`config.mk`:
```
export PLATFORM = sky130hd
export DESIGN_NAME = gauge_pointer_damping_filter
export DESIGN_NICKNAME = d
export VERILOG_FILES = /design/src/hw/rtl/gpdf_pkg.sv /design/src/hw/rtl/gauge_pointer_damping_filter.sv
export SDC_FILE = /design/constraint.sdc
export NUM_CORES = 2
export LEC_CHECK = 0
export BUFFER_PORTS_ARGS = -buffer_cell sky130_fd_sc_hd__buf_2
export CORE_MARGIN = 2
export CORE_UTILIZATION = 45
export CTS_BUF_LIST = sky130_fd_sc_hd__clkbuf_4
export CTS_CLUSTER_SIZE = 8
export DETAILED_ROUTE_END_ITERATION = 16
export GPL_TIMING_DRIVEN = 0
export SLEW_MARGIN = 0
export SYNTH_ARGS = -nofsm -noshare
export SYNTH_HDL_FRONTEND = slang
export SYNTH_SLANG_ARGS = --single-unit
```
`constraint.sdc`:
```
create_clock -name clk -period 8.11 [get_ports clk]
set_clock_uncertainty 0.05 [all_clocks]
set_input_delay 0.4055 -clock clk [delete_from_list [all_inputs] [get_ports clk]]
set_output_delay 0.4055 -clock clk [all_outputs]
set_load 0.1 [all_outputs]
```
`src/hw/rtl/gpdf_pkg.sv`:
```
`timescale 1ns / 1ps
// gpdf_pkg: widths, register map and interpolation table of the gauge pointer
// damping filter. No dependencies.

package gpdf_pkg;

    localparam int TARGET_W  = 16;
    localparam int POS_W     = 16;
    localparam int CD_W      = 8;
    localparam int FB_W      = 8;
    localparam int SH_W      = 3;
    localparam int STAGE_W   = 22;
    localparam int FRAC_BITS = 4;
    localparam int LP_IN_W   = STAGE_W + 1;
    localparam int F_W       = LP_IN_W - FRAC_BITS;

    // position / 10 as a reciprocal multiply, exact over 16-bit values
    localparam int DIV10_SHIFT = 19;
    localparam logic [POS_W-1:0] DIV10_MUL = 16'd52429;
    localparam int P_W = 2 * POS_W - DIV10_SHIFT;

    localparam int TABLE_POINTS = 9;
    localparam int X_W  = 10;
    localparam int Y_W  = 8;
    localparam int DX_W = 7;
    localparam int DY_W = 5;
    localparam int NUM_W = DX_W + DY_W;
    localparam int QB_W  = $clog2(DY_W);

    localparam logic [X_W-1:0] TBL_X [TABLE_POINTS] = '{
        10'd0, 10'd112, 10'd225, 10'd337, 10'd450, 10'd562, 10'd675, 10'd787, 10'd900
    };
    localparam logic [Y_W-1:0] TBL_Y [TABLE_POINTS] = '{
        8'd0, 8'd25, 8'd54, 8'd75, 8'd101, 8'd125, 8'd147, 8'd175, 8'd196
    };

    localparam int DATA_W = 32;
    localparam int ADDR_W = 5;
    localparam int RIDX_W = 3;

    localparam logic [RIDX_W-1:0] REG_DEADBAND        = 3'd0;
    localparam logic [RIDX_W-1:0] REG_MAX_STEP        = 3'd1;
    localparam logic [RIDX_W-1:0] REG_FIRST_SHIFT     = 3'd2;
    localparam logic [RIDX_W-1:0] REG_SECOND_SHIFT    = 3'd3;
    localparam logic [RIDX_W-1:0] REG_UPDATE_INTERVAL = 3'd4;
    localparam logic [RIDX_W-1:0] REG_FINE_BAND       = 3'd5;

    localparam int OUT_DATA_W = 24;

endpackage

```
`src/hw/rtl/gauge_pointer_damping_filter.sv`:
```
`timescale 1ns / 1ps
// A skipped tick runs only divide by ten and table search; an update tick also runs hysteresis and,
// when the held target leaves the fine band, the filter passes and step clamp. Output stalls add.
// Throughput: one tick at a time; the next is accepted in the cycle after the result is loaded.
// The sequencer steps through hysteresis, two passes of the shared low-pass unit, step clamp,
// divide by ten, table search and a 5-step shift-subtract divider. Depends on gpdf_pkg.
// Reset (rst_n, async, low): registers to defaults, filter state and position to zero.

module gauge_pointer_damping_filter (
    input  logic                               clk,
    input  logic                               rst_n,
    input  logic                               s_tvalid,
    output logic                               s_tready,
    input  logic [gpdf_pkg::TARGET_W-1:0]      s_tdata,   // [15:0] target_value
    output logic                               m_tvalid,
    input  logic                               m_tready,
    output logic [gpdf_pkg::OUT_DATA_W-1:0]    m_tdata,   // [15:0] position, [23:16] image_index
    output logic                               m_tuser,   // [0] updated
    input  logic                               psel,
    input  logic                               penable,
    input  logic                               pwrite,
    input  logic [gpdf_pkg::ADDR_W-1:0]        paddr,
    input  logic [gpdf_pkg::DATA_W-1:0]        pwdata,
    output logic [gpdf_pkg::DATA_W-1:0]        prdata,
    output logic                               pready
);
    import gpdf_pkg::*;

    typedef enum logic [8:0] {
        ST_IDLE  = 9'b000000001,
        ST_HOLD  = 9'b000000010,
        ST_LP1   = 9'b000000100,
        ST_LP2   = 9'b000001000,
        ST_STEP  = 9'b000010000,
        ST_DIV10 = 9'b000100000,
        ST_SEG   = 9'b001000000,
        ST_DIVQ  = 9'b010000000,
        ST_DONE  = 9'b100000000
    } state_t;

    localparam int HALF      = (1 << FRAC_BITS) >> 1;
    localparam int FRAC_MASK = (1 << FRAC_BITS) - 1;

    state_t state_reg, state_next;

    logic [TARGET_W-1:0] deadband_reg, deadband_next;
    logic [POS_W-1:0]    max_step_reg, max_step_next;
    logic [SH_W-1:0]     first_shift_reg, first_shift_next;
    logic [SH_W-1:0]     second_shift_reg, second_shift_next;
    logic [CD_W-1:0]     interval_reg, interval_next;
    logic [FB_W-1:0]     fine_band_reg, fine_band_next;

    logic [CD_W-1:0]     countdown_reg, countdown_next;
    logic [TARGET_W-1:0] held_reg, held_next;
    logic [POS_W-1:0]    pos_reg, pos_next;
    logic [STAGE_W-1:0]  s1_reg, s1_next;
    logic [STAGE_W-1:0]  s2_reg, s2_next;
    logic [Y_W-1:0]      img_reg, img_next;

    logic [TARGET_W-1:0] target_reg, target_next;
    logic                upd_reg, upd_next;
    logic [P_W-1:0]      p_reg, p_next;
    logic [NUM_W-1:0]    rem_reg, rem_next;
    logic [DX_W-1:0]     dvs_reg, dvs_next;
    logic [Y_W-1:0]      base_reg, base_next;
    logic [DY_W-1:0]     q_reg, q_next;
    logic [QB_W-1:0]     bit_reg, bit_next;

    logic                  m_tvalid_reg, m_tvalid_next;
    logic [OUT_DATA_W-1:0] m_tdata_reg, m_tdata_next;
    logic                  m_tuser_reg, m_tuser_next;

    logic                  cfg_wr;
    logic [RIDX_W-1:0]     cfg_idx;

    // shared low-pass unit
    logic [LP_IN_W-1:0]  lp_din;
    logic [STAGE_W-1:0]  lp_acc;
    logic [SH_W-1:0]     lp_sh;
    logic [STAGE_W-1:0]  lp_out;

    function automatic logic [STAGE_W-1:0] lowpass(
        input logic [LP_IN_W-1:0] din,
        input logic [STAGE_W-1:0] acc,
        input logic [SH_W-1:0]    sh
    );
        logic [LP_IN_W:0] acc_x;
        logic [LP_IN_W:0] din_x;
        logic [LP_IN_W:0] diff;
        logic [LP_IN_W:0] comp;
        logic [LP_IN_W:0] sum;
        acc_x = (LP_IN_W+1)'(acc);
        din_x = (LP_IN_W+1)'(din);
        comp  = ((LP_IN_W+1)'(1) << sh) - (LP_IN_W+1)'(1);
        if (din_x > acc_x)
        begin
            diff = din_x - acc_x;
            sum  = (diff >> sh) + acc_x + comp;
        end
        else
        begin
            diff = acc_x - din_x;
            sum  = acc_x - (diff >> sh);
        end
        return sum[STAGE_W-1:0];
    endfunction

    function automatic logic [LP_IN_W-1:0] round_whole(input logic [STAGE_W-1:0] v);
        logic [LP_IN_W-1:0] tmp;
        tmp = LP_IN_W'(v) + LP_IN_W'(HALF);
        return tmp & ~LP_IN_W'(FRAC_MASK);
    endfunction

    assign lp_din = state_reg == ST_LP1 ? (LP_IN_W'(held_reg) << FRAC_BITS)
                                        : round_whole(s1_reg);
    assign lp_acc = state_reg == ST_LP1 ? s1_reg : s2_reg;
    assign lp_sh  = state_reg == ST_LP1 ? first_shift_reg : second_shift_reg;
    assign lp_out = lowpass(lp_din, lp_acc, lp_sh);

    // configuration port
    assign pready  = 1'b1;
    assign cfg_idx = paddr[ADDR_W-1:2];
    assign cfg_wr  = psel && penable && pwrite && pready;

    always_comb
    begin
        unique case (cfg_idx)
            REG_DEADBAND:        prdata = DATA_W'(deadband_reg);
            REG_MAX_STEP:        prdata = DATA_W'(max_step_reg);
            REG_FIRST_SHIFT:     prdata = DATA_W'(first_shift_reg);
            REG_SECOND_SHIFT:    prdata = DATA_W'(second_shift_reg);
            REG_UPDATE_INTERVAL: prdata = DATA_W'(interval_reg);
            REG_FINE_BAND:       prdata = DATA_W'(fine_band_reg);
            default:             prdata = '0;
        endcase
    end

    assign s_tready = state_reg == ST_IDLE;
    assign m_tvalid = m_tvalid_reg;
    assign m_tdata  = m_tdata_reg;
    assign m_tuser  = m_tuser_reg;

    // hysteresis and band terms
    logic [TARGET_W:0]        t_sum;
    logic [TARGET_W:0]        db17;
    logic                     cond_a, cond_b, cond_c, cond_d;
    logic signed [TARGET_W+1:0] ht_s, db_s, cp_s, fb_s, hn_s;
    logic [TARGET_W-1:0]      held_upd;
    logic                     outside;

    // step clamp terms
    logic [LP_IN_W-1:0] rnd2;
    logic [F_W-1:0]     f_val, pos_x, mag, dlt;
    logic               rising;
    logic [POS_W-1:0]   dlt16, pos_upd;

    // divide by ten and table search
    logic [2*POS_W-1:0] prod10;
    logic               hit_exact, hit_seg;
    logic [Y_W-1:0]     y_exact, y0_c;
    logic [X_W-1:0]     x0_c;
    logic [DX_W-1:0]    dx_c;
    logic [DY_W-1:0]    dy_c;
    logic [DX_W-1:0]    off_c;
    logic [NUM_W-1:0]   sub_c;
    logic               ge_c;
    logic [DY_W-1:0]    q_bit;

    always_comb
    begin
        t_sum  = (TARGET_W+1)'(target_reg) + (TARGET_W+1)'(fine_band_reg);
        db17   = (TARGET_W+1)'(deadband_reg);
        ht_s   = $signed((TARGET_W+2)'(held_reg));
        db_s   = $signed((TARGET_W+2)'(deadband_reg));
        cp_s   = $signed((TARGET_W+2)'(pos_reg));
        fb_s   = $signed((TARGET_W+2)'(fine_band_reg));
        cond_a = (t_sum - db17) > (TARGET_W+1)'(held_reg);
        cond_b = (ht_s - db_s) > cp_s;
        cond_c = ((TARGET_W+2)'(t_sum) + (TARGET_W+2)'(deadband_reg))
                 < (TARGET_W+2)'(held_reg);
        cond_d = ((TARGET_W+1)'(held_reg) + db17) < (TARGET_W+1)'(pos_reg);
        if (t_sum <= db17)
            held_upd = '0;
        else if (cond_a || cond_b || cond_c || cond_d)
            held_upd = t_sum[TARGET_W-1:0];
        else
            held_upd = held_reg;
        hn_s    = $signed((TARGET_W+2)'(held_upd));
        outside = (hn_s > cp_s + fb_s) || (hn_s < cp_s - fb_s);

        rnd2   = round_whole(s2_reg);
        f_val  = rnd2[LP_IN_W-1:FRAC_BITS];
        pos_x  = F_W'(pos_reg);
        rising = f_val >= pos_x;
        mag    = rising ? f_val - pos_x : pos_x - f_val;
        if (mag > F_W'(max_step_reg))
            dlt = F_W'(max_step_reg);
        else if (mag < F_W'(fine_band_reg))
            dlt = F_W'(fine_band_reg);
        else
            dlt = mag;
        dlt16 = dlt[POS_W-1:0];
        if (rising)
            pos_upd = pos_reg + dlt16;
        else if (pos_reg > dlt16)
            pos_upd = pos_reg - dlt16;
        else
            pos_upd = '0;

        prod10 = (2*POS_W)'(pos_reg) * (2*POS_W)'(DIV10_MUL);

        hit_exact = 1'b0;
        hit_seg   = 1'b0;
        y_exact   = '0;
        x0_c      = '0;
        y0_c      = '0;
        dx_c      = '0;
        dy_c      = '0;
        for (int i = 0; i < TABLE_POINTS; i++)
        begin
            if (p_reg == P_W'(TBL_X[i]))
            begin
                hit_exact = 1'b1;
                y_exact   = TBL_Y[i];
            end
        end
        for (int i = 0; i < TABLE_POINTS - 1; i++)
        begin
            if (p_reg > P_W'(TBL_X[i]) && p_reg < P_W'(TBL_X[i+1]))
            begin
                hit_seg = 1'b1;
                x0_c    = TBL_X[i];
                y0_c    = TBL_Y[i];
                dx_c    = DX_W'(TBL_X[i+1] - TBL_X[i]);
                dy_c    = DY_W'(TBL_Y[i+1] - TBL_Y[i]);
            end
        end
        off_c = DX_W'(p_reg - P_W'(x0_c));

        sub_c = NUM_W'(dvs_reg) << bit_reg;
        ge_c  = rem_reg >= sub_c;
        q_bit = ge_c ? (DY_W'(1) << bit_reg) : '0;
    end

    always_comb
    begin
        state_next        = state_reg;
        deadband_next     = deadband_reg;
        max_step_next     = max_step_reg;
        first_shift_next  = first_shift_reg;
        second_shift_next = second_shift_reg;
        interval_next     = interval_reg;
        fine_band_next    = fine_band_reg;
        countdown_next    = countdown_reg;
        held_next         = held_reg;
        pos_next          = pos_reg;
        s1_next           = s1_reg;
        s2_next           = s2_reg;
        img_next          = img_reg;
        target_next       = target_reg;
        upd_next          = upd_reg;
        p_next            = p_reg;
        rem_next          = rem_reg;
        dvs_next          = dvs_reg;
        base_next         = base_reg;
        q_next            = q_reg;
        bit_next          = bit_reg;
        m_tvalid_next     = m_tvalid_reg && !m_tready;
        m_tdata_next      = m_tdata_reg;
        m_tuser_next      = m_tuser_reg;

        if (cfg_wr)
        begin
            unique case (cfg_idx)
                REG_DEADBAND:        deadband_next     = pwdata[TARGET_W-1:0];
                REG_MAX_STEP:        max_step_next     = pwdata[POS_W-1:0];
                REG_FIRST_SHIFT:     first_shift_next  = pwdata[SH_W-1:0];
                REG_SECOND_SHIFT:    second_shift_next = pwdata[SH_W-1:0];
                REG_UPDATE_INTERVAL: interval_next     = pwdata[CD_W-1:0];
                REG_FINE_BAND:       fine_band_next    = pwdata[FB_W-1:0];
                default:             ;
            endcase
        end

        unique case (state_reg)
            ST_IDLE:
            begin
                if (s_tvalid)
                begin
                    target_next = s_tdata;
                    if (countdown_reg != '0)
                    begin
                        countdown_next = countdown_reg - CD_W'(1);
                        upd_next       = 1'b0;
                        state_next     = ST_DIV10;
                    end
                    else
                    begin
                        countdown_next = interval_reg;
                        upd_next       = 1'b1;
                        state_next     = ST_HOLD;
                    end
                end
            end
            ST_HOLD:
            begin
                held_next  = held_upd;
                state_next = outside ? ST_LP1 : ST_DIV10;
            end
            ST_LP1:
            begin
                s1_next    = lp_out;
                state_next = ST_LP2;
            end
            ST_LP2:
            begin
                s2_next    = lp_out;
                state_next = ST_STEP;
            end
            ST_STEP:
            begin
                pos_next   = pos_upd;
                state_next = ST_DIV10;
            end
            ST_DIV10:
            begin
                p_next     = prod10[2*POS_W-1:DIV10_SHIFT];
                state_next = ST_SEG;
            end
            ST_SEG:
            begin
                if (hit_exact)
                begin
                    img_next   = y_exact;
                    state_next = ST_DONE;
                end
                else if (hit_seg)
                begin
                    rem_next   = NUM_W'(off_c) * NUM_W'(dy_c);
                    dvs_next   = dx_c;
                    base_next  = y0_c;
                    q_next     = '0;
                    bit_next   = QB_W'(DY_W - 1);
                    state_next = ST_DIVQ;
                end
                else
                begin
                    state_next = ST_DONE;
                end
            end
            ST_DIVQ:
            begin
                if (ge_c)
                    rem_next = rem_reg - sub_c;
                q_next = q_reg | q_bit;
                if (bit_reg == '0)
                begin
                    img_next   = base_reg + Y_W'(q_reg | q_bit);
                    state_next = ST_DONE;
                end
                else
                begin
                    bit_next = bit_reg - QB_W'(1);
                end
            end
            ST_DONE:
            begin
                if (!m_tvalid_reg || m_tready)
                begin
                    m_tvalid_next = 1'b1;
                    m_tdata_next  = {img_reg, pos_reg};
                    m_tuser_next  = upd_reg;
                    state_next    = ST_IDLE;
                end
            end
            default:
            begin
                state_next = ST_IDLE;
            end
        endcase
    end

    always_ff @(posedge clk or negedge rst_n)
    begin
        if (!rst_n)
        begin
            state_reg        <= ST_IDLE;
            deadband_reg     <= '0;
            max_step_reg     <= POS_W'(100);
            first_shift_reg  <= SH_W'(2);
            second_shift_reg <= SH_W'(2);
            interval_reg     <= '0;
            fine_band_reg    <= '0;
            countdown_reg    <= '0;
            held_reg         <= '0;
            pos_reg          <= '0;
            s1_reg           <= '0;
            s2_reg           <= '0;
            img_reg          <= '0;
            m_tvalid_reg     <= 1'b0;
        end
        else
        begin
            state_reg        <= state_next;
            deadband_reg     <= deadband_next;
            max_step_reg     <= max_step_next;
            first_shift_reg  <= first_shift_next;
            second_shift_reg <= second_shift_next;
            interval_reg     <= interval_next;
            fine_band_reg    <= fine_band_next;
            countdown_reg    <= countdown_next;
            held_reg         <= held_next;
            pos_reg          <= pos_next;
            s1_reg           <= s1_next;
            s2_reg           <= s2_next;
            img_reg          <= img_next;
            m_tvalid_reg     <= m_tvalid_next;
        end
    end

    always_ff @(posedge clk)
    begin
        target_reg  <= target_next;
        upd_reg     <= upd_next;
        p_reg       <= p_next;
        rem_reg     <= rem_next;
        dvs_reg     <= dvs_next;
        base_reg    <= base_next;
        q_reg       <= q_next;
        bit_reg     <= bit_next;
        m_tdata_reg <= m_tdata_next;
        m_tuser_reg <= m_tuser_next;
    end

`ifndef NO_ASSERTIONS
    a_countdown_dec: assert property (@(posedge clk) disable iff (!rst_n)
        (s_tvalid && s_tready && countdown_reg != '0)
        |=> (countdown_reg == $past(countdown_reg) - CD_W'(1)))
        else $error("tick countdown did not decrement on a skipped tick");

    a_pos_only_in_step: assert property (@(posedge clk) disable iff (!rst_n)
        (state_reg != ST_STEP) |=> $stable(pos_reg))
        else $error("position changed outside the step state");

    a_stage_only_in_lp: assert property (@(posedge clk) disable iff (!rst_n)
        (state_reg != ST_LP1 && state_reg != ST_LP2) |=> ($stable(s1_reg) && $stable(s2_reg)))
        else $error("low-pass state changed outside the filter passes");

    a_div_bound: assert property (@(posedge clk) disable iff (!rst_n)
        (state_reg == ST_DIVQ)
        |-> ((NUM_W+1)'(rem_reg) < (((NUM_W+1)'(dvs_reg) << bit_reg) << 1)))
        else $error("divider remainder out of range");
`endif

endmodule
```
* Word level (Yosys, flattened, before mapping)
Index checks and enable logic that the tools add are counted.
Widths: inputs -> output; s select.
** Storage, ports and cells
- Register bits after elaboration :: 246
- Latch bits :: 0
- Bits in writable memories :: 0
- Bits in read-only memories :: 0
- Input port bits :: 60
- Logic and storage cells :: 252
- Memories kept :: 0
** Operators by class
- $add $sub $neg :: 24
- $mul :: 2
- Div/mod/pow operators :: 0
- $lt $le $gt $ge :: 29
- Equal/unequal tests :: 30
- Shifts and indexed selects :: 5
- Multiplexer cells :: 92
- Bitwise operators :: 3
- Reduce and logical (&&, ||, !) cells :: 40
** Operators with widths (count)
- $mux 8 :: 14
- $mux 16 :: 6
- $pmux 16 s6 :: 1
- $pmux 9 s9 :: 1
- $mux 5 :: 13
- $mux 7 :: 8
- $eq 13x10->1 const B :: 4
- $lt 13x10->1 const B :: 4
- $shr 24x3->22 :: 2
- $add 22x4->23 const B :: 2
- $mux 9 :: 5
- $add 22x22->22 :: 2
- $mux 22 :: 2
- $gt 13x10->1 const B :: 3
- $mux 12 :: 3
- $add 16x8->17 :: 2
- $mul 16x16->32 const B :: 1
- $eq 13x9->1 const B :: 2
- $gt 13x9->1 const B :: 2
- $lt 13x9->1 const B :: 2
- $mux 1 :: 26
- $pmux 12 s2 :: 1
- $sub 22x23->24 :: 1
- $sub 23x22->24 :: 1
- 75 further kinds :: 117

* Depth between registers and ports, before layout
- Depth after elaboration :: 14
- Gate-level depth with buffers :: 47
- Gate-level depth less buffers :: 46

* Worst setup path before layout
No wires, ideal clock.
- Path type :: register to register
- From :: reg fine_band_reg[1]
- To :: reg state_reg[2]
- Arrival time :: 8.400 ns
- Data required time :: 7.941 ns
- Path slack :: -0.459 ns
- Cell stages (with the launch flop) :: 47
- Cells stage by stage :: dfrtp_1 inv_1 fa_1 nor2b_1 o21ai_0 a21boi_0 o21ai_0 a21boi_0 o21ai_0 nand2_1 nand3_1 xnor2_1 ha_1 clkbuf_1 o21ai_0 a221oi_1 nor2_1 a311o_1 [11 not listed] nand2b_1 nor4_1 o31ai_1 clkbuf_1 a21oi_1 a311oi_1 ha_1 nor2b_1 o21a_1 o21a_1 o21a_1 o21a_1 o21ai_0 a21oi_1 a2111oi_0 o21a_1 o22ai_1 and2_1
** Between the ends
- Word-level cells in the longest chain between the ends :: 12
** RTL lines
- start: declaration :: RTL line gauge_pointer_damping_filter.sv:51 : logic [FB_W-1:0] fine_band_reg, fine_band_next;
- start signal: assignment :: RTL line gauge_pointer_damping_filter.sv:410 : fine_band_reg <= fine_band_next;
- $add 16x8->17 (*) :: RTL line gauge_pointer_damping_filter.sv:171 : t_sum = (TARGET_W+1)'(target_reg) + (TARGET_W+1)'(fine_band_reg);
- $sub 17x16->17 :: RTL line gauge_pointer_damping_filter.sv:177 : cond_a = (t_sum - db17) > (TARGET_W+1)'(held_reg);
- $gt 17x16->1 :: RTL line gauge_pointer_damping_filter.sv:177
- $logic_or 1x1->1 (3 in series) :: RTL line gauge_pointer_damping_filter.sv:184 : else if (cond_a || cond_b || cond_c || cond_d)
- $mux 16 :: RTL line gauge_pointer_damping_filter.sv:184
- $mux 16 (*) :: RTL line gauge_pointer_damping_filter.sv:182 : if (t_sum <= db17)
- via held_upd[1] :: RTL line gauge_pointer_damping_filter.sv:148 : logic [TARGET_W-1:0] held_upd;
- $gt 16x17->1 or $lt 17x17->1 (tied branches) :: RTL line gauge_pointer_damping_filter.sv:189 : outside = (hn_s > cp_s + fb_s) || (hn_s < cp_s - fb_s);
- $logic_or 1x1->1 (*) :: RTL line gauge_pointer_damping_filter.sv:189
- $mux 6 (*) :: RTL line gauge_pointer_damping_filter.sv:308 : state_next = outside ? ST_LP1 : ST_DIV10;
- $pmux 9 s9 (*) :: RTL line gauge_pointer_damping_filter.sv:285 : unique case (state_reg)
- end signal: assignment :: RTL line gauge_pointer_damping_filter.sv:404 : state_reg <= state_next;
- end: declaration :: RTL line gauge_pointer_damping_filter.sv:44 : state_t state_reg, state_next;
The timed path passes the listed nets; every way through them passes the cells marked *.
A chain may end at the register's enable or synchronous reset.

* Worst setup path in the final report
- From :: reg s2_reg[5]
- To :: reg pos_reg[3]
** Between the ends
- Word-level cells in the longest chain between the ends :: 9
** RTL lines
- start: declaration :: RTL line gauge_pointer_damping_filter.sv:57 : logic [STAGE_W-1:0] s2_reg, s2_next;
- start signal: assignment :: RTL line gauge_pointer_damping_filter.sv:415 : s2_reg <= s2_next;
- $add 22x4->23 (*) :: RTL line gauge_pointer_damping_filter.sv:110 : tmp = LP_IN_W'(v) + LP_IN_W'(HALF);
- $sub 16x19->19, or another cell as far along :: RTL line gauge_pointer_damping_filter.sv:195 : mag = rising ? f_val - pos_x : pos_x - f_val;
- $mux 19 :: RTL line gauge_pointer_damping_filter.sv:195
- $lt 19x8->1 :: RTL line gauge_pointer_damping_filter.sv:198 : else if (mag < F_W'(fine_band_reg))
- $mux 16 :: RTL line gauge_pointer_damping_filter.sv:198
- $mux 16 :: RTL line gauge_pointer_damping_filter.sv:196 : if (mag > F_W'(max_step_reg))
- $sub 16x16->16 or $gt 16x16->1 (tied branches) :: RTL line gauge_pointer_damping_filter.sv:206, gauge_pointer_damping_filter.sv:205
- $mux 16 :: RTL line gauge_pointer_damping_filter.sv:205 : else if (pos_reg > dlt16)
- $mux 16 (*) :: RTL line gauge_pointer_damping_filter.sv:203 : if (rising)
- end signal: assignment :: RTL line gauge_pointer_damping_filter.sv:413 : pos_reg <= pos_next;
- end: declaration :: RTL line gauge_pointer_damping_filter.sv:55 : logic [POS_W-1:0] pos_reg, pos_next;
Mark *: on every way between the ends. The rest lies on a longest branch, timed or not.

==> out/metrics.yaml <==
routing:
  wirelength_mm: 118
  drc_errors: 0
  drt_iter0_drc: 2972
  wl_per_cell_um: 21.5
  dr.pass1.iters: 6
  routed-via-count: 32108
  final_antenna_net_count: 0
  viasPerCell: 5.86
synthesis:
  yosys.area.top_type: "ha_1"
  syn_area_per_cell_um2: 8.31
  ys_seq_elements: 239
  synth_ff_type: "dfrtp_1"
  ys_types: 102
  synth_area_leaders: "ha_1 (20%), dfrtp_1 (11%), fa_1 (7.8%)"
  netlist_instances: 4113
  synth_edf_count: 83
  ys_seq_area_share_pct: 18.7
  yosys_warnings: 0
  async_flop_share_pct: 65.3
  synth_area_um2: 34200
  yosysTopAreaCellShare_pct: 19.8
run:
  cap_violations: 0
clock_network:
  numCtsBuffers: 74
  ctsRootBufferMaster: "clkbuf_4"
  cts_tree: "built"
  clk_pin_slew_ns: 0.07
  clk_latency_ns: 0.88
  clkSinkCount: 239
  cts_max_level: 3
  cts_buffer_depth: 3
final_layout:
  fin_nets: 5174
  final_cell_area_um2: 40000
  largest_reg_flops: 24
  syn_to_final_growth_pct: 16.9
  drive_above_1_share_pct: 16.3
  fillers: 7287
critical_path:
  startpoint_type: "register"
  critical_path_required_ns: 8.76
  path_class: "reg2reg"
  arrival_ns: 9.42
  critPathMaxFanout: 6
  cpMostUsedCell: "buf_4"
  cp.buffers_inverters: 17
  crit_family: "simple AND/OR/NAND/NOR gates"
  endpoint_kind: "register"
  cp_slowest_cell: "or4b_4"
  critPathMaxStageDelay_ns: 0.54
sta:
  setup_viol_count_final: 18
  min_period_ns: 8.76
  whs_ns: 0.0731
  slew_viol_final: 0
  max_freq_ghz: 0.114
  fin_crit_sh_pct: 108
  rsz0062_at_grt: "yes"
  tightest_slew_ns: 1.38
  setup_ws_ns: -0.655
  max_slew_margin_pct: 7.07
  setup_tns_ns: -8.75
  hold_viol_final: 0
die:
  io_pins: 120
  die_w_um: 280
  std_cell_rows: 101
  die_h_um: 280
  die-area_um2: 78200
  start_util_pct: 45.2
  coreArea_um2: 75600
power:
  comb_power_share_pct: 81.4
  p_total_mw: 16.1
  switchingPower_mw: 8.55
  p_per_area_nw_per_um2: 403
  p_clk_share_pct: 8.3
  ir_drop_uv: 449
  power_leakage_nw: 19.6
  sw_frac_of_total_pct: 53.0
  p_seq_share_pct: 10.2
  intPower_mw: 7.58
global_routing:
  grt_max_degree: 95
  grt_pass1_vias: 30501
  gr-total-overflow: 0
  globalRouteTotalUtil_pct: 29.7
  antenna_found_initial: 5
  grt_pass1_wl_mm: 179
placed_design:
  pre_cts_ws_ns: -2.56
  hpwl_mm: 92.0
  place_congestion: 0.989
  placement.cell_area_um2: 36200
  io_buffer_count: 81
hold_path:
  hp-class: "in2reg"
status:
  violations: "setup timing"
  outcome: "finished, violations left"
[kinds of logic after synthesis]
kind of cell,Yosys count,synth area share [%]
other,2,0.0220
AOI/OAI and AO/OA,1025,19.3
xor gates and xnor gates,244,6.25
adders and majority gates,675,27.6
DFF,239,18.7
muxes,145,4.69
and+or+nand+nor,1173,16.4
buffers and inverters,610,6.96
[layout by cell type (no fill, tap or decap), types with 19 or more instances in the layout]
| master | instances |
|---|---|
| a211oi_1 | 28 |
| a21o_1 | 95 |
| a21oi_1 | 247 |
| a31oi_1 | 19 |
| and3_1 | 41 |
| buf_2 | 82 |
| buf_4 | 145 |
| clkbuf_1 | 92 |
| clkbuf_4 | 119 |
| dfrtp_1 | 123 |
| dfrtp_2 | 26 |
| dlygate4sd3_1 | 38 |
| edfxtp_1 | 83 |
| fa_1 | 129 |
| ha_1 | 505 |
| ha_4 | 21 |
| inv_1 | 419 |
| mux2_2 | 53 |
| mux2i_1 | 82 |
| nand2_1 | 368 |
| nand2b_1 | 47 |
| nand3_1 | 94 |
| nand4_1 | 48 |
| nor2_1 | 281 |
| nor2b_1 | 56 |
| nor3_1 | 67 |
| nor4_1 | 24 |
| o211ai_1 | 29 |
| o21a_1 | 49 |
| o21ai_0 | 221 |
| o21ai_1 | 27 |
| o21bai_1 | 33 |
| o31ai_1 | 20 |
| or3_1 | 25 |
| xnor2_1 | 158 |
| xor2_1 | 67 |
[repair_timing]
item,CTS,global route
hold buffers,38,0
gates cloned,2,0
resized for setup,240,117
pin swaps,100,81
setup endpoints to repair,72,34
hold endpoints to repair,166,0
buffers inserted,100,32
[per-stage QoR]
stage	utilization, %	cells
after global routing	52.9	5477
after CTS	52.0	5452
after global placement	47.8	5187
final	52.9	5477
after detailed placement	47.9	5190
after floorplan	-	4128
[Yosys cell counts, types with 25 or more instances]
library cell / number
nand2b_1: 48
and3_1: 43
nor3_1: 69
nand3_1: 100
xnor2_1: 168
o31ai_1: 27
ha_1: 542
o21ai_0: 254
o211ai_1: 29
a21o_1: 95
o21bai_1: 38
mux2_2: 53
or3_1: 25
inv_1: 428
a21oi_1: 266
nor2_1: 290
edfxtp_1: 83
clkbuf_1: 132
nor2b_1: 62
a211oi_1: 36
dfrtp_1: 150
nor4_1: 28
fa_1: 133
o21a_1: 49
nand2_1: 376
xor2_1: 76
mux2i_1: 85
nand4_1: 48
[power groups by stage]
stage / Combinational, mW / Sequential, mW / Clock [mW]
after floorplan: 8.66 / 1.55 / 0
after global placement: 11.3 / 1.66 / 0
after detailed placement: 11.3 / 1.67 / 0
after CTS: 12.3 / 1.64 / 1.37
after global routing: 14.3 / 1.66 / 1.43
final: 13.1 / 1.65 / 1.34
[path summary, 6_finish.rpt]
| path | start | slack, ns | cells past startpoint | end |
|---|---|---|---|---|
| worst min register to register | img_reg[6]$_DFFE_PN0P_ | 0.38 | 0 | m_tdata[22]$_DFFE_PP_ |
| min in group asynchronous | rst_n | 0.56 | 3 | pos_reg[11]$_DFFE_PN0P_ |
| max in group asynchronous | rst_n | 6.37 | 4 | pos_reg[1]$_DFFE_PN0P_ |
| worst max register to register | s2_reg[5]$_DFFE_PN0P_ | -0.65 | 47 | pos_reg[3]$_DFFE_PN0P_ |
| worst max-delay path | s2_reg[5]$_DFFE_PN0P_ | -0.65 | 47 | pos_reg[3]$_DFFE_PN0P_ |
| worst min-delay path | penable | 0.07 | 5 | fine_band_reg[5]$_DFFE_PN0P_ |
[per-layer routing]
| layer | track usage [%] | up-vias | part of all wire, % |
|---|---|---|---|
| met2 | 46.3 | 1221 | 44 |
| li1 | - | 15145 | - |
| met1 | 41.9 | 15530 | 45 |
| met3 | 5.20 | 208 | 7.9 |
| met4 | 8.83 | 4 | 3.0 |
| met5 | 0 | - | 0.023 |
[worst reg2reg max path, delay by kind of cell (launching register included)]
kind | cells | cell delay (ns)
AO/OA/AOI/OAI | 13 | 1.97
XOR/XNOR | 1 | 0.31
adder cells (fa/ha/maj) | 3 | 0.77
buffers and inverters | 17 | 2.21
flip-flops | 1 | 0.34
multiplexers | 1 | 0.24
AND/OR/NAND/NOR | 12 | 2.77
[final cells by class]
type	count	area [µm²]	area share, %
sequential	239	6440	16.1
inverter	439	1660	4.16
clock inverter	20	146	0.366
clock buffer	115	863	2.16
multi-input combinational	3279	26900	67.3
timing repair buffer	256	1910	4.79
antenna	1	2.50	0.00626
tap	978	1220	3.06
buffer	150	840	2.10
No activity file was read; power rests on OpenSTA's default activity.
